File: src/rtl/srs_pkg.sv
// ----------------------------------------------------------------------------
// srs_pkg
// Shared types and constants for the streaming substring replace block.
// ----------------------------------------------------------------------------
package srs_pkg;

  // configuration register indexes
  localparam logic [2:0] RegPattern     = 3'd0;
  localparam logic [2:0] RegPatternLen  = 3'd1;
  localparam logic [2:0] RegRepl        = 3'd2;
  localparam logic [2:0] RegReplLen     = 3'd3;
  localparam logic [2:0] RegStartOcc    = 3'd4;
  localparam logic [2:0] RegChangeLimit = 3'd5;
  localparam logic [2:0] RegIgnoreCase  = 3'd6;

  // results one item may cause, and the queue between front and back
  localparam int MaxResults = 8;
  localparam int ResIdxW    = 3;
  localparam int QueueDepth = 4;
  localparam int QPtrW      = 2;
  localparam int QCntW      = 3;

  // live configuration
  typedef struct packed {
    logic [63:0] pattern;
    logic [3:0]  pat_len;
    logic [63:0] repl;
    logic [3:0]  repl_len;
    logic [15:0] start_occ;
    logic [15:0] change_limit;
    logic        ignore_case;
  } cfg_t;

  // one queued burst: head bytes, then the flushed window, then end flag
  typedef struct packed {
    logic [7:0][7:0] head;
    logic [3:0]      head_cnt;
    logic [7:0][7:0] tail;
    logic [3:0]      tail_cnt;
    logic            last;
  } q_entry_t;

  // ascii upper-casing when case is ignored
  function automatic logic [7:0] fold(input logic [7:0] c, input logic ic);
    logic [7:0] r;
    r = c;
    if (ic && c >= 8'h61 && c <= 8'h7a) r = c - 8'h20;
    return r;
  endfunction

endpackage

File: src/rtl/srs_front.sv
// ----------------------------------------------------------------------------
// srs_front
// Takes source bytes, keeps the match window and per-string counters, and
// turns each item that yields results or ends a string into one queued burst.
// ----------------------------------------------------------------------------
module srs_front import srs_pkg::*; #(
  parameter int MAX_PATTERN     = 8,
  parameter int MAX_REPLACEMENT = 8
) (
  input  logic     clk_i,
  input  logic     rst_ni,
  input  cfg_t     cfg_i,
  input  logic     accept_i,
  input  logic [7:0] src_byte_i,
  input  logic     present_i,
  input  logic     last_i,
  output logic     push_o,
  output q_entry_t entry_o
);

  localparam int CntW = $clog2(MAX_PATTERN + 1);
  localparam int IdxW = (MAX_PATTERN > 1) ? $clog2(MAX_PATTERN) : 1;

  logic                              in_string_q;
  logic [CntW-1:0]                   al_q;
  logic [15:0]                       skips_q, changes_q;
  logic                              pt_q;
  logic [CntW-1:0]                   wc_q;
  logic [MAX_PATTERN-1:0][7:0]       win_q;

  logic [CntW-1:0]                   al, wc;
  logic [15:0]                       skips, changes;
  logic                              pt, match;
  logic [MAX_PATTERN-1:0][7:0]       win;
  logic [7:0][7:0]                   hbytes, tbytes;
  logic [3:0]                        hc;
  logic [3:0]                        pat_clamp, repl_clamp;

  assign pat_clamp  = (cfg_i.pat_len > 4'(MAX_PATTERN)) ? 4'(MAX_PATTERN) : cfg_i.pat_len;
  assign repl_clamp = (cfg_i.repl_len > 4'(MAX_REPLACEMENT)) ? 4'(MAX_REPLACEMENT)
                                                              : cfg_i.repl_len;

  // per-item window update and burst composition
  always_comb begin
    al      = in_string_q ? al_q : CntW'(pat_clamp);
    skips   = in_string_q ? skips_q
                          : ((cfg_i.start_occ == 16'd0) ? 16'd0 : cfg_i.start_occ - 16'd1);
    changes = in_string_q ? changes_q : cfg_i.change_limit;
    pt      = in_string_q ? pt_q : 1'b0;
    wc      = in_string_q ? wc_q : '0;
    win     = win_q;
    hbytes  = '0;
    hc      = '0;
    match   = 1'b1;
    if (present_i) begin
      if (pt || al == '0) begin
        hbytes[0] = src_byte_i;
        hc        = 4'd1;
      end else begin
        if (wc >= al) wc = '0;
        win[wc[IdxW-1:0]] = src_byte_i;
        wc = wc + 1'b1;
        if (wc == al) begin
          for (int i = 0; i < MAX_PATTERN; i++) begin
            if (CntW'(i) < al &&
                fold(win[i], cfg_i.ignore_case) !=
                fold(cfg_i.pattern[8*i +: 8], cfg_i.ignore_case)) match = 1'b0;
          end
          if (!match || skips != 16'd0) begin
            // release one byte and slide the window
            if (match) skips = skips - 16'd1;
            hbytes[0] = win[0];
            hc        = 4'd1;
            for (int i = 0; i < MAX_PATTERN - 1; i++) win[i] = win[i+1];
            wc = wc - 1'b1;
          end else begin
            // replace the whole occurrence
            hbytes = cfg_i.repl;
            hc     = repl_clamp;
            wc     = '0;
            if (changes != 16'd0) begin
              changes = changes - 16'd1;
              if (changes == 16'd0) pt = 1'b1;
            end
          end
        end
      end
    end
    tbytes = '0;
    for (int i = 0; i < MAX_PATTERN && i < 8; i++) tbytes[i] = win[i];
  end

  assign entry_o.head     = hbytes;
  assign entry_o.head_cnt = hc;
  assign entry_o.tail     = tbytes;
  assign entry_o.tail_cnt = last_i ? 4'(wc) : 4'd0;
  assign entry_o.last     = last_i;
  assign push_o           = accept_i && (hc != 4'd0 || last_i);

  // string state
  always_ff @(posedge clk_i or negedge rst_ni) begin
    if (!rst_ni) begin
      in_string_q <= 1'b0;
      al_q        <= '0;
      skips_q     <= '0;
      changes_q   <= '0;
      pt_q        <= 1'b0;
      wc_q        <= '0;
    end else if (accept_i) begin
      in_string_q <= !last_i;
      al_q        <= al;
      skips_q     <= skips;
      changes_q   <= changes;
      pt_q        <= pt;
      wc_q        <= last_i ? '0 : wc;
    end
  end

  // window bytes
  always_ff @(posedge clk_i) begin
    if (accept_i) win_q <= win;
  end

  a_last_clears : assert property (@(posedge clk_i) disable iff (!rst_ni)
    accept_i && last_i |=> wc_q == '0 && !in_string_q)
    else $error("window not flushed at end of string");

endmodule

File: src/rtl/srs_queue.sv
// ----------------------------------------------------------------------------
// srs_queue
// Short first-in first-out queue of bursts between front and back.
// ----------------------------------------------------------------------------
module srs_queue import srs_pkg::*; (
  input  logic     clk_i,
  input  logic     rst_ni,
  input  logic     push_i,
  input  q_entry_t entry_i,
  input  logic     pop_i,
  output q_entry_t head_o,
  output logic     empty_o,
  output logic     full_o
);

  q_entry_t               mem_q [QueueDepth];
  logic [QPtrW-1:0]       wr_q, rd_q;
  logic [QCntW-1:0]       cnt_q;

  assign empty_o = (cnt_q == '0);
  assign full_o  = (cnt_q == QCntW'(QueueDepth));
  assign head_o  = mem_q[rd_q];

  // pointers and fill level
  always_ff @(posedge clk_i or negedge rst_ni) begin
    if (!rst_ni) begin
      wr_q  <= '0;
      rd_q  <= '0;
      cnt_q <= '0;
    end else begin
      if (push_i) wr_q <= wr_q + 1'b1;
      if (pop_i)  rd_q <= rd_q + 1'b1;
      cnt_q <= cnt_q + QCntW'(push_i) - QCntW'(pop_i);
    end
  end

  // storage
  always_ff @(posedge clk_i) begin
    if (push_i) mem_q[wr_q] <= entry_i;
  end

  a_no_overflow : assert property (@(posedge clk_i) disable iff (!rst_ni)
    push_i |-> !full_o || pop_i)
    else $error("queue overflow");

  a_level_bound : assert property (@(posedge clk_i) disable iff (!rst_ni)
    cnt_q <= QCntW'(QueueDepth))
    else $error("queue level out of range");

endmodule

File: src/rtl/srs_back.sv
// ----------------------------------------------------------------------------
// srs_back
// Walks through each queued burst and presents one result per cycle, while
// the receiver is ready, from a registered output stage.
// ----------------------------------------------------------------------------
module srs_back import srs_pkg::*; (
  input  logic       clk_i,
  input  logic       rst_ni,
  input  q_entry_t   entry_i,
  input  logic       empty_i,
  output logic       pop_o,
  output logic       m_tvalid_o,
  input  logic       m_tready_i,
  output logic [7:0] m_tdata_o,
  output logic       m_tuser_o,
  output logic       m_tlast_o
);

  logic [ResIdxW-1:0] idx_q, last_idx;
  logic               valid_q, user_q, tlast_q;
  logic [7:0]         data_q, item_byte;
  logic [4:0]         sum;
  logic [3:0]         n_items;
  logic               take;

  // number of results in the current burst, one for an empty end marker
  assign sum      = {1'b0, entry_i.head_cnt} + {1'b0, entry_i.tail_cnt};
  assign n_items  = (sum == 5'd0) ? 4'd1
                  : ((sum > 5'(MaxResults)) ? 4'(MaxResults) : sum[3:0]);
  assign last_idx = ResIdxW'(n_items - 4'd1);
  assign take     = !empty_i && (!valid_q || m_tready_i);
  assign pop_o    = take && (idx_q == last_idx);

  // select head byte or flushed window byte
  always_comb begin
    if ({1'b0, idx_q} < entry_i.head_cnt) item_byte = entry_i.head[idx_q];
    else item_byte = entry_i.tail[idx_q - entry_i.head_cnt[ResIdxW-1:0]];
  end

  // output valid and burst position
  always_ff @(posedge clk_i or negedge rst_ni) begin
    if (!rst_ni) begin
      valid_q <= 1'b0;
      idx_q   <= '0;
    end else if (!valid_q || m_tready_i) begin
      valid_q <= !empty_i;
      if (!empty_i) idx_q <= (idx_q == last_idx) ? '0 : idx_q + 1'b1;
    end
  end

  // output payload, a bare end marker carries a zero byte
  always_ff @(posedge clk_i) begin
    if (take) begin
      data_q  <= (sum == 5'd0) ? 8'h00 : item_byte;
      user_q  <= (sum != 5'd0);
      tlast_q <= entry_i.last && (idx_q == last_idx);
    end
  end

  assign m_tvalid_o = valid_q;
  assign m_tdata_o  = data_q;
  assign m_tuser_o  = user_q;
  assign m_tlast_o  = tlast_q;

  a_pop_nonempty : assert property (@(posedge clk_i) disable iff (!rst_ni)
    pop_o |-> !empty_i)
    else $error("pop from empty queue");

  a_idx_idle : assert property (@(posedge clk_i) disable iff (!rst_ni)
    empty_i |-> idx_q == '0)
    else $error("burst position left over with empty queue");

endmodule

File: src/rtl/substring_replace_stream_top.sv
// ----------------------------------------------------------------------------
// substring_replace_stream_top
// Streaming find-and-replace of a configured byte pattern.
//
// Source bytes come in on the s_ channel, results leave on the m_ channel.
// s_tuser_i flags that s_tdata_i carries a byte, s_tlast_i ends a string.
// m_tuser_o flags that m_tdata_o carries a byte, m_tlast_o marks the final
// result of a string (an empty string yields one result without a byte).
// Registers are to be written through the cfg_ channel between strings; the
// block does not enforce it. Results pass the burst queue and a registered
// output stage. One item is taken per cycle while each item yields at most
// one result and the receiver is ready; an item with more results holds the
// output stage while a four-entry burst queue lets the input run ahead.
// When the receiver stalls, the output stage holds and the queue fills, then
// s_tready_o drops. Reset empties the queue and the window, clears the string
// state and restores register defaults (start occurrence one).
// ----------------------------------------------------------------------------
module substring_replace_stream_top import srs_pkg::*; #(
  parameter int MAX_PATTERN     = 8,
  parameter int MAX_REPLACEMENT = 8
) (
  input  logic        clk_i,
  input  logic        rst_ni,
  input  logic        s_tvalid_i,
  output logic        s_tready_o,
  input  logic [7:0]  s_tdata_i,   // source_byte
  input  logic        s_tuser_i,   // byte_present
  input  logic        s_tlast_i,   // end_of_source
  output logic        m_tvalid_o,
  input  logic        m_tready_i,
  output logic [7:0]  m_tdata_o,   // out_byte
  output logic        m_tuser_o,   // out_valid
  output logic        m_tlast_o,   // out_last
  input  logic        cfg_valid_i,
  output logic        cfg_ready_o,
  input  logic [2:0]  cfg_index_i,
  input  logic [63:0] cfg_data_i
);

  cfg_t     cfg_q;
  q_entry_t f_entry, q_head;
  logic     s_accept, push, pop, q_empty, q_full;

  assign cfg_ready_o = 1'b1;
  assign s_tready_o  = !q_full;
  assign s_accept    = s_tvalid_i && s_tready_o;

  // configuration registers
  always_ff @(posedge clk_i or negedge rst_ni) begin
    if (!rst_ni) begin
      cfg_q.pattern      <= '0;
      cfg_q.pat_len      <= '0;
      cfg_q.repl         <= '0;
      cfg_q.repl_len     <= '0;
      cfg_q.start_occ    <= 16'd1;
      cfg_q.change_limit <= '0;
      cfg_q.ignore_case  <= 1'b0;
    end else if (cfg_valid_i) begin
      unique case (cfg_index_i)
        RegPattern:     cfg_q.pattern      <= cfg_data_i;
        RegPatternLen:  cfg_q.pat_len      <= cfg_data_i[3:0];
        RegRepl:        cfg_q.repl         <= cfg_data_i;
        RegReplLen:     cfg_q.repl_len     <= cfg_data_i[3:0];
        RegStartOcc:    cfg_q.start_occ    <= cfg_data_i[15:0];
        RegChangeLimit: cfg_q.change_limit <= cfg_data_i[15:0];
        RegIgnoreCase:  cfg_q.ignore_case  <= cfg_data_i[0];
        default: ;
      endcase
    end
  end

  srs_front #(
    .MAX_PATTERN     (MAX_PATTERN),
    .MAX_REPLACEMENT (MAX_REPLACEMENT)
  ) u_front (
    .clk_i      (clk_i),
    .rst_ni     (rst_ni),
    .cfg_i      (cfg_q),
    .accept_i   (s_accept),
    .src_byte_i (s_tdata_i),
    .present_i  (s_tuser_i),
    .last_i     (s_tlast_i),
    .push_o     (push),
    .entry_o    (f_entry)
  );

  srs_queue u_queue (
    .clk_i   (clk_i),
    .rst_ni  (rst_ni),
    .push_i  (push),
    .entry_i (f_entry),
    .pop_i   (pop),
    .head_o  (q_head),
    .empty_o (q_empty),
    .full_o  (q_full)
  );

  srs_back u_back (
    .clk_i      (clk_i),
    .rst_ni     (rst_ni),
    .entry_i    (q_head),
    .empty_i    (q_empty),
    .pop_o      (pop),
    .m_tvalid_o (m_tvalid_o),
    .m_tready_i (m_tready_i),
    .m_tdata_o  (m_tdata_o),
    .m_tuser_o  (m_tuser_o),
    .m_tlast_o  (m_tlast_o)
  );

endmodule

File: config.mk
export PLATFORM = sky130hd
export DESIGN_NAME = substring_replace_stream_top
export DESIGN_NICKNAME = d
export VERILOG_FILES = /design/src/rtl/srs_pkg.sv /design/src/rtl/srs_front.sv /design/src/rtl/srs_queue.sv /design/src/rtl/srs_back.sv /design/src/rtl/substring_replace_stream_top.sv
export SDC_FILE = /design/constraint.sdc
export NUM_CORES = 1
export LEC_CHECK = 0
export BUFFER_PORTS_ARGS = -buffer_cell sky130_fd_sc_hd__buf_4
export CORE_AREA = 2 2 480 244
export CTS_BUF_LIST = sky130_fd_sc_hd__clkbuf_8
export CTS_CLUSTER_SIZE = 25
export DETAILED_ROUTE_END_ITERATION = 10
export DIE_AREA = 0 0 482 246
export SETUP_SLACK_MARGIN = 0.4
export SLEW_MARGIN = 25
export SYNTH_ARGS = -nofsm -noshare
export SYNTH_HDL_FRONTEND = slang
export SYNTH_SLANG_ARGS = --single-unit
File: constraint.sdc
create_clock -name clk_i -period 18.6 [get_ports clk_i]
set_input_delay 0.93 -clock clk_i [delete_from_list [all_inputs] [get_ports clk_i]]
set_output_delay 0.93 -clock clk_i [all_outputs]
set_load 0.005 [all_outputs]
==> summary.md <==
| Metric | Value |
|---|---|
| Status | completed |
| Final std cell area, no fill | 44500 µm² |
| Skew-Pair Late Insertion Delay | ~0.84 ns |
| Rel. slew slack | 25.9% |
| Data arrival, critical path | roughly 8.9 ns |
| Ys Warns | 0 |
| Area leader, netlist | edfxtp_1 |
| RSZ-0062 raised after global routing | false |
| CP max FO | 60 |
| Crit path cell chain | mux2_2, inv_1, ha_1, a21oi_2, o311ai_0, a21oi_1, buf_4, mux2i_1, ha_1, nand2_1, o31ai_1, mux2i_1, xor2_1, nand4_1, a211oi_1, a211oi_2, nor4b_4, buf_4, a211o_1, o211ai_1, and2_4, buf_4 |
| DR WL met2 | 43800 µm |
| Mean Syn Cell Area | about 15 µm² |
| Total power draw | about 7.4 mW |
| CP dominant cell by count | buf_4 |
| Register area share after synthesis | between 60 and 70% |
| Critical Path Max Stage Delay | 0.91 ns |
| Layout fillers | between 10000 and 15000 |
| Max Slew Vio Count | 0 |
| Drt drc | 0 |
| Post-route ant nets | 0 |
| CP Buf/Inv Count | 4 |
| Share of cells above drive strength 1 | approximately a quarter |
| Initial Utilization | approximately a third |
| Min cycle time layout | between 8 and 9 ns |
| Maximum vdd drop | between 0.1 and 0.15 mV |
| Initial antenna violation count | 18 |
| Netlist Area Pre-Place | roughly 40000 µm² |
| TNS Setup | 0 ns |
| Gr ovfl total | 0 |
| Power Density | between 150 and 200 nW/µm² |
| Num rows | 88 |
| CTS tree | done |
| Fmax | 119 MHz |
| Post-CTS Hold Buffers | 0 |
| Async S/R FF share, synth | a little over a quarter |
| Number of max-cap violations | 0 |
| Synth cell types | 100 |
| Top Metal Used | met4 |
| Switching Share | between 30% and 40% |
| Die width | between 400 and 500 µm |
| Commonest cells after routing, fill and taps aside | 622 x edfxtp_1, 218 x dfrtp_1, 211 x nand2_1 |
| Syn nets | roughly 2800 |
| Comb pwr share | a little over 40% |
| Total GRT Usage | between 20% and 30% |
| HPWL after DPL | 83900 µm |
| Clk slew on worst S/H paths | about 0.070 ns |
| CP Class | flop to flop |
| Type of the tightest min-delay check | input pin to async pin |
| Worst-Margin Slew | around 1.1 ns |
| First-pass DRT Iterations | 6 |
| DP Worst Slack | 10.44 ns |
| Setup crit start kind | flop |
| Final Skew | approximately 0.040 ns |
| Internal power | approximately 4.5 mW |
| DRT Wirelength | between 100000 and 150000 µm |
| Gpl congestion | 0.962 |
| Sink Count | 844 |
| Number of global-route vias before repair | between 20000 and 25000 |
| # IOs | 95 |
| Critical path's top delay family | compound AO/OA/AOI/OAI gates |
| Cts repair resizes | 0 |
| H-tree levels | 3 |
| Setup bufs post-CTS | 0 |
| CTS buffer count | around 110 |
| Req. time, crit path | about 19 ns |
| Clock Power Share | 19.5% |
| Placed cell areas | ~42000 µm² |
| CP Capture Type | flop |
| Layout Nets | between 2000 and 3000 |
| #FFs+latches synth | around 840 |
| Initial DRC count | roughly 3200 |
| Slowest-stage cell, CP | dfrtp_2 |
| Top-area cell type share of the netlist area | 47.0% |
| Metal-1 WL | between 50000 and 60000 µm |
| CTS root buffer | clkbuf_8 |
| Clk buf depth | 3 |
| Commonest non-fill, non-tap cell in the layout | edfxtp_1 |
| Port Buffers | 93 |
| Setup WS post-layout | between 10 and 15 ns |
| Placed Cells incl. Taps | 4234 |
| Hold_ws | about 0.092 ns |
| Via count | about 25000 |
| Die area | 119000 µm² |
| Static Leak | about 16 nW |
| Post-synth EDFFs | about 620 |
| Drt wl/cell | 26.9 µm |
| Sequential Power Share | approximately 40% |
| Final worst-path cycle share | a little under half |
| NetSw | roughly 2.9 mW |
| Final Non-Filler Cells | 4444 |
| Gate Count Post-Synth | between 2000 and 3000 |
| Via/cell ratio | roughly 5.6 |
| # setup viols final | 0 |
| Area grow syn2layout | 11.9% |
| Total core area | between 100000 and 150000 µm² |
| Largest cells by area after synthesis | edfxtp_1 47%, dfrtp_1 14%, mux4_2 9.6% |
| Largest net degree at the start of global routing | 97 |
| First-pass GRT wire length | about 170000 µm |
| Die height | between 200 and 250 µm |
| Core Util, Final | approximately two fifths |
| Most common flop cell mapped by yosys | edfxtp_1 |
| Final Hold Vio Count | 0 |
| Routed met3 length | between 15000 and 20000 µm |
## worst reg2reg max path, stage by stage, from the launching register on
cell and delay [ns]:
dfrtp_2 0.91, mux2_2 0.47, inv_1 0.19, ha_1 0.33, a21oi_2 0.42, o311ai_0 0.43, a21oi_1 0.31, buf_4 0.26
mux2i_1 0.47, ha_1 0.24, nand2_1 0.05, o31ai_1 0.26, mux2i_1 0.14, xor2_1 0.17, nand4_1 0.12, a211oi_1 0.08
a211oi_2 0.68, nor4b_4 0.11, buf_4 0.25, a211o_1 0.28, o211ai_1 0.34, and2_4 0.57, buf_4 0.85
## cell type report
| type | instances | area, µm² | area share [%] |
|---|---|---|---|
| multi-input combinational | 1659 | 14700 | 33.1 |
| antenna | 2 | 5.00 | 0.0113 |
| sequential | 844 | 24200 | 54.5 |
| tap | 1530 | 1910 | 4.30 |
| inverter | 65 | 245 | 0.551 |
| clock buffer | 125 | 1720 | 3.87 |
| clock inverter | 83 | 559 | 1.26 |
| timing repair buffer | 136 | 1060 | 2.37 |
## cell usage after synthesis (28+ instances only)
cell,count
a211oi_1,28
a21oi_1,57
and2_1,86
buf_1,30
clkbuf_1,93
dfrtp_1,221
edfxtp_1,622
ha_1,39
inv_1,63
mux2_2,199
mux2i_1,84
mux4_2,169
nand2_1,213
nand3_1,40
nor2_1,86
nor3_1,48
o21ai_0,121
xnor2_1,59
xor2_1,46
## power groups by stage
| stage | logic [mW] | registers (mW) | clock network (mW) |
|---|---|---|---|
| 2_1_floorplan | 1.99 | 2.83 | 0 |
| 3_3_place_gp | 2.96 | 2.97 | 0 |
| 3_5_place_dp | 2.98 | 2.96 | 0 |
| 4_1_cts | 2.99 | 2.93 | 1.49 |
| 5_1_grt | 3.26 | 2.98 | 1.57 |
| 6_report | 3.05 | 2.94 | 1.45 |
## state kept, by name (all words and copies together), names as in the netlist, 3 cells and up
signal	cells
cfg_q	169
u_back.idx_q	3
u_back.m_tdata_o	8
u_front.al_q	4
u_front.changes_q	16
u_front.skips_q	16
u_front.wc_q	4
u_front.win_q	64
u_queue.cnt_q	3
u_queue.mem_q	548
## path summary, 6_finish.rpt
kind                                      from                     to  slack (ns)  cells past startpoint
max                        u_front.in_string_q  u_queue.mem_q[0][136]       10.18                     22
min                                     rst_ni             cfg_q[105]        0.09                      1
max reg2reg                u_front.in_string_q  u_queue.mem_q[0][136]       10.18                     22
min reg2reg                u_front.skips_q[14]    u_front.skips_q[14]        0.48                      2
max in group asynchronous               rst_ni              cfg_q[68]       16.08                      3
min in group clk_i              cfg_data_i[45]             cfg_q[150]        0.32                      3
## metal layers
layer,vias up,track usage (%)
met3,132,8.82
met5,-,0
met1,12900,32.0
met4,0,3.84
li1,10700,-
met2,1230,24.2
## logic make-up (layout without fill, tap and decap cells)
logic type	count (synthesis)	after routing	share of synthesized area, %
DFF	844	844	60.9
muxes	455	455	17.4
xor gates and xnor gates	109	109	2.54
buffers and inverters	210	409	2.16
adders and majority gates	42	42	1.38
AOI/OAI and AO/OA	413	413	7.20
other	1	3	0.00943
and+or+nand+nor	639	639	8.36
No activity file was read; power rests on OpenSTA's default activity.
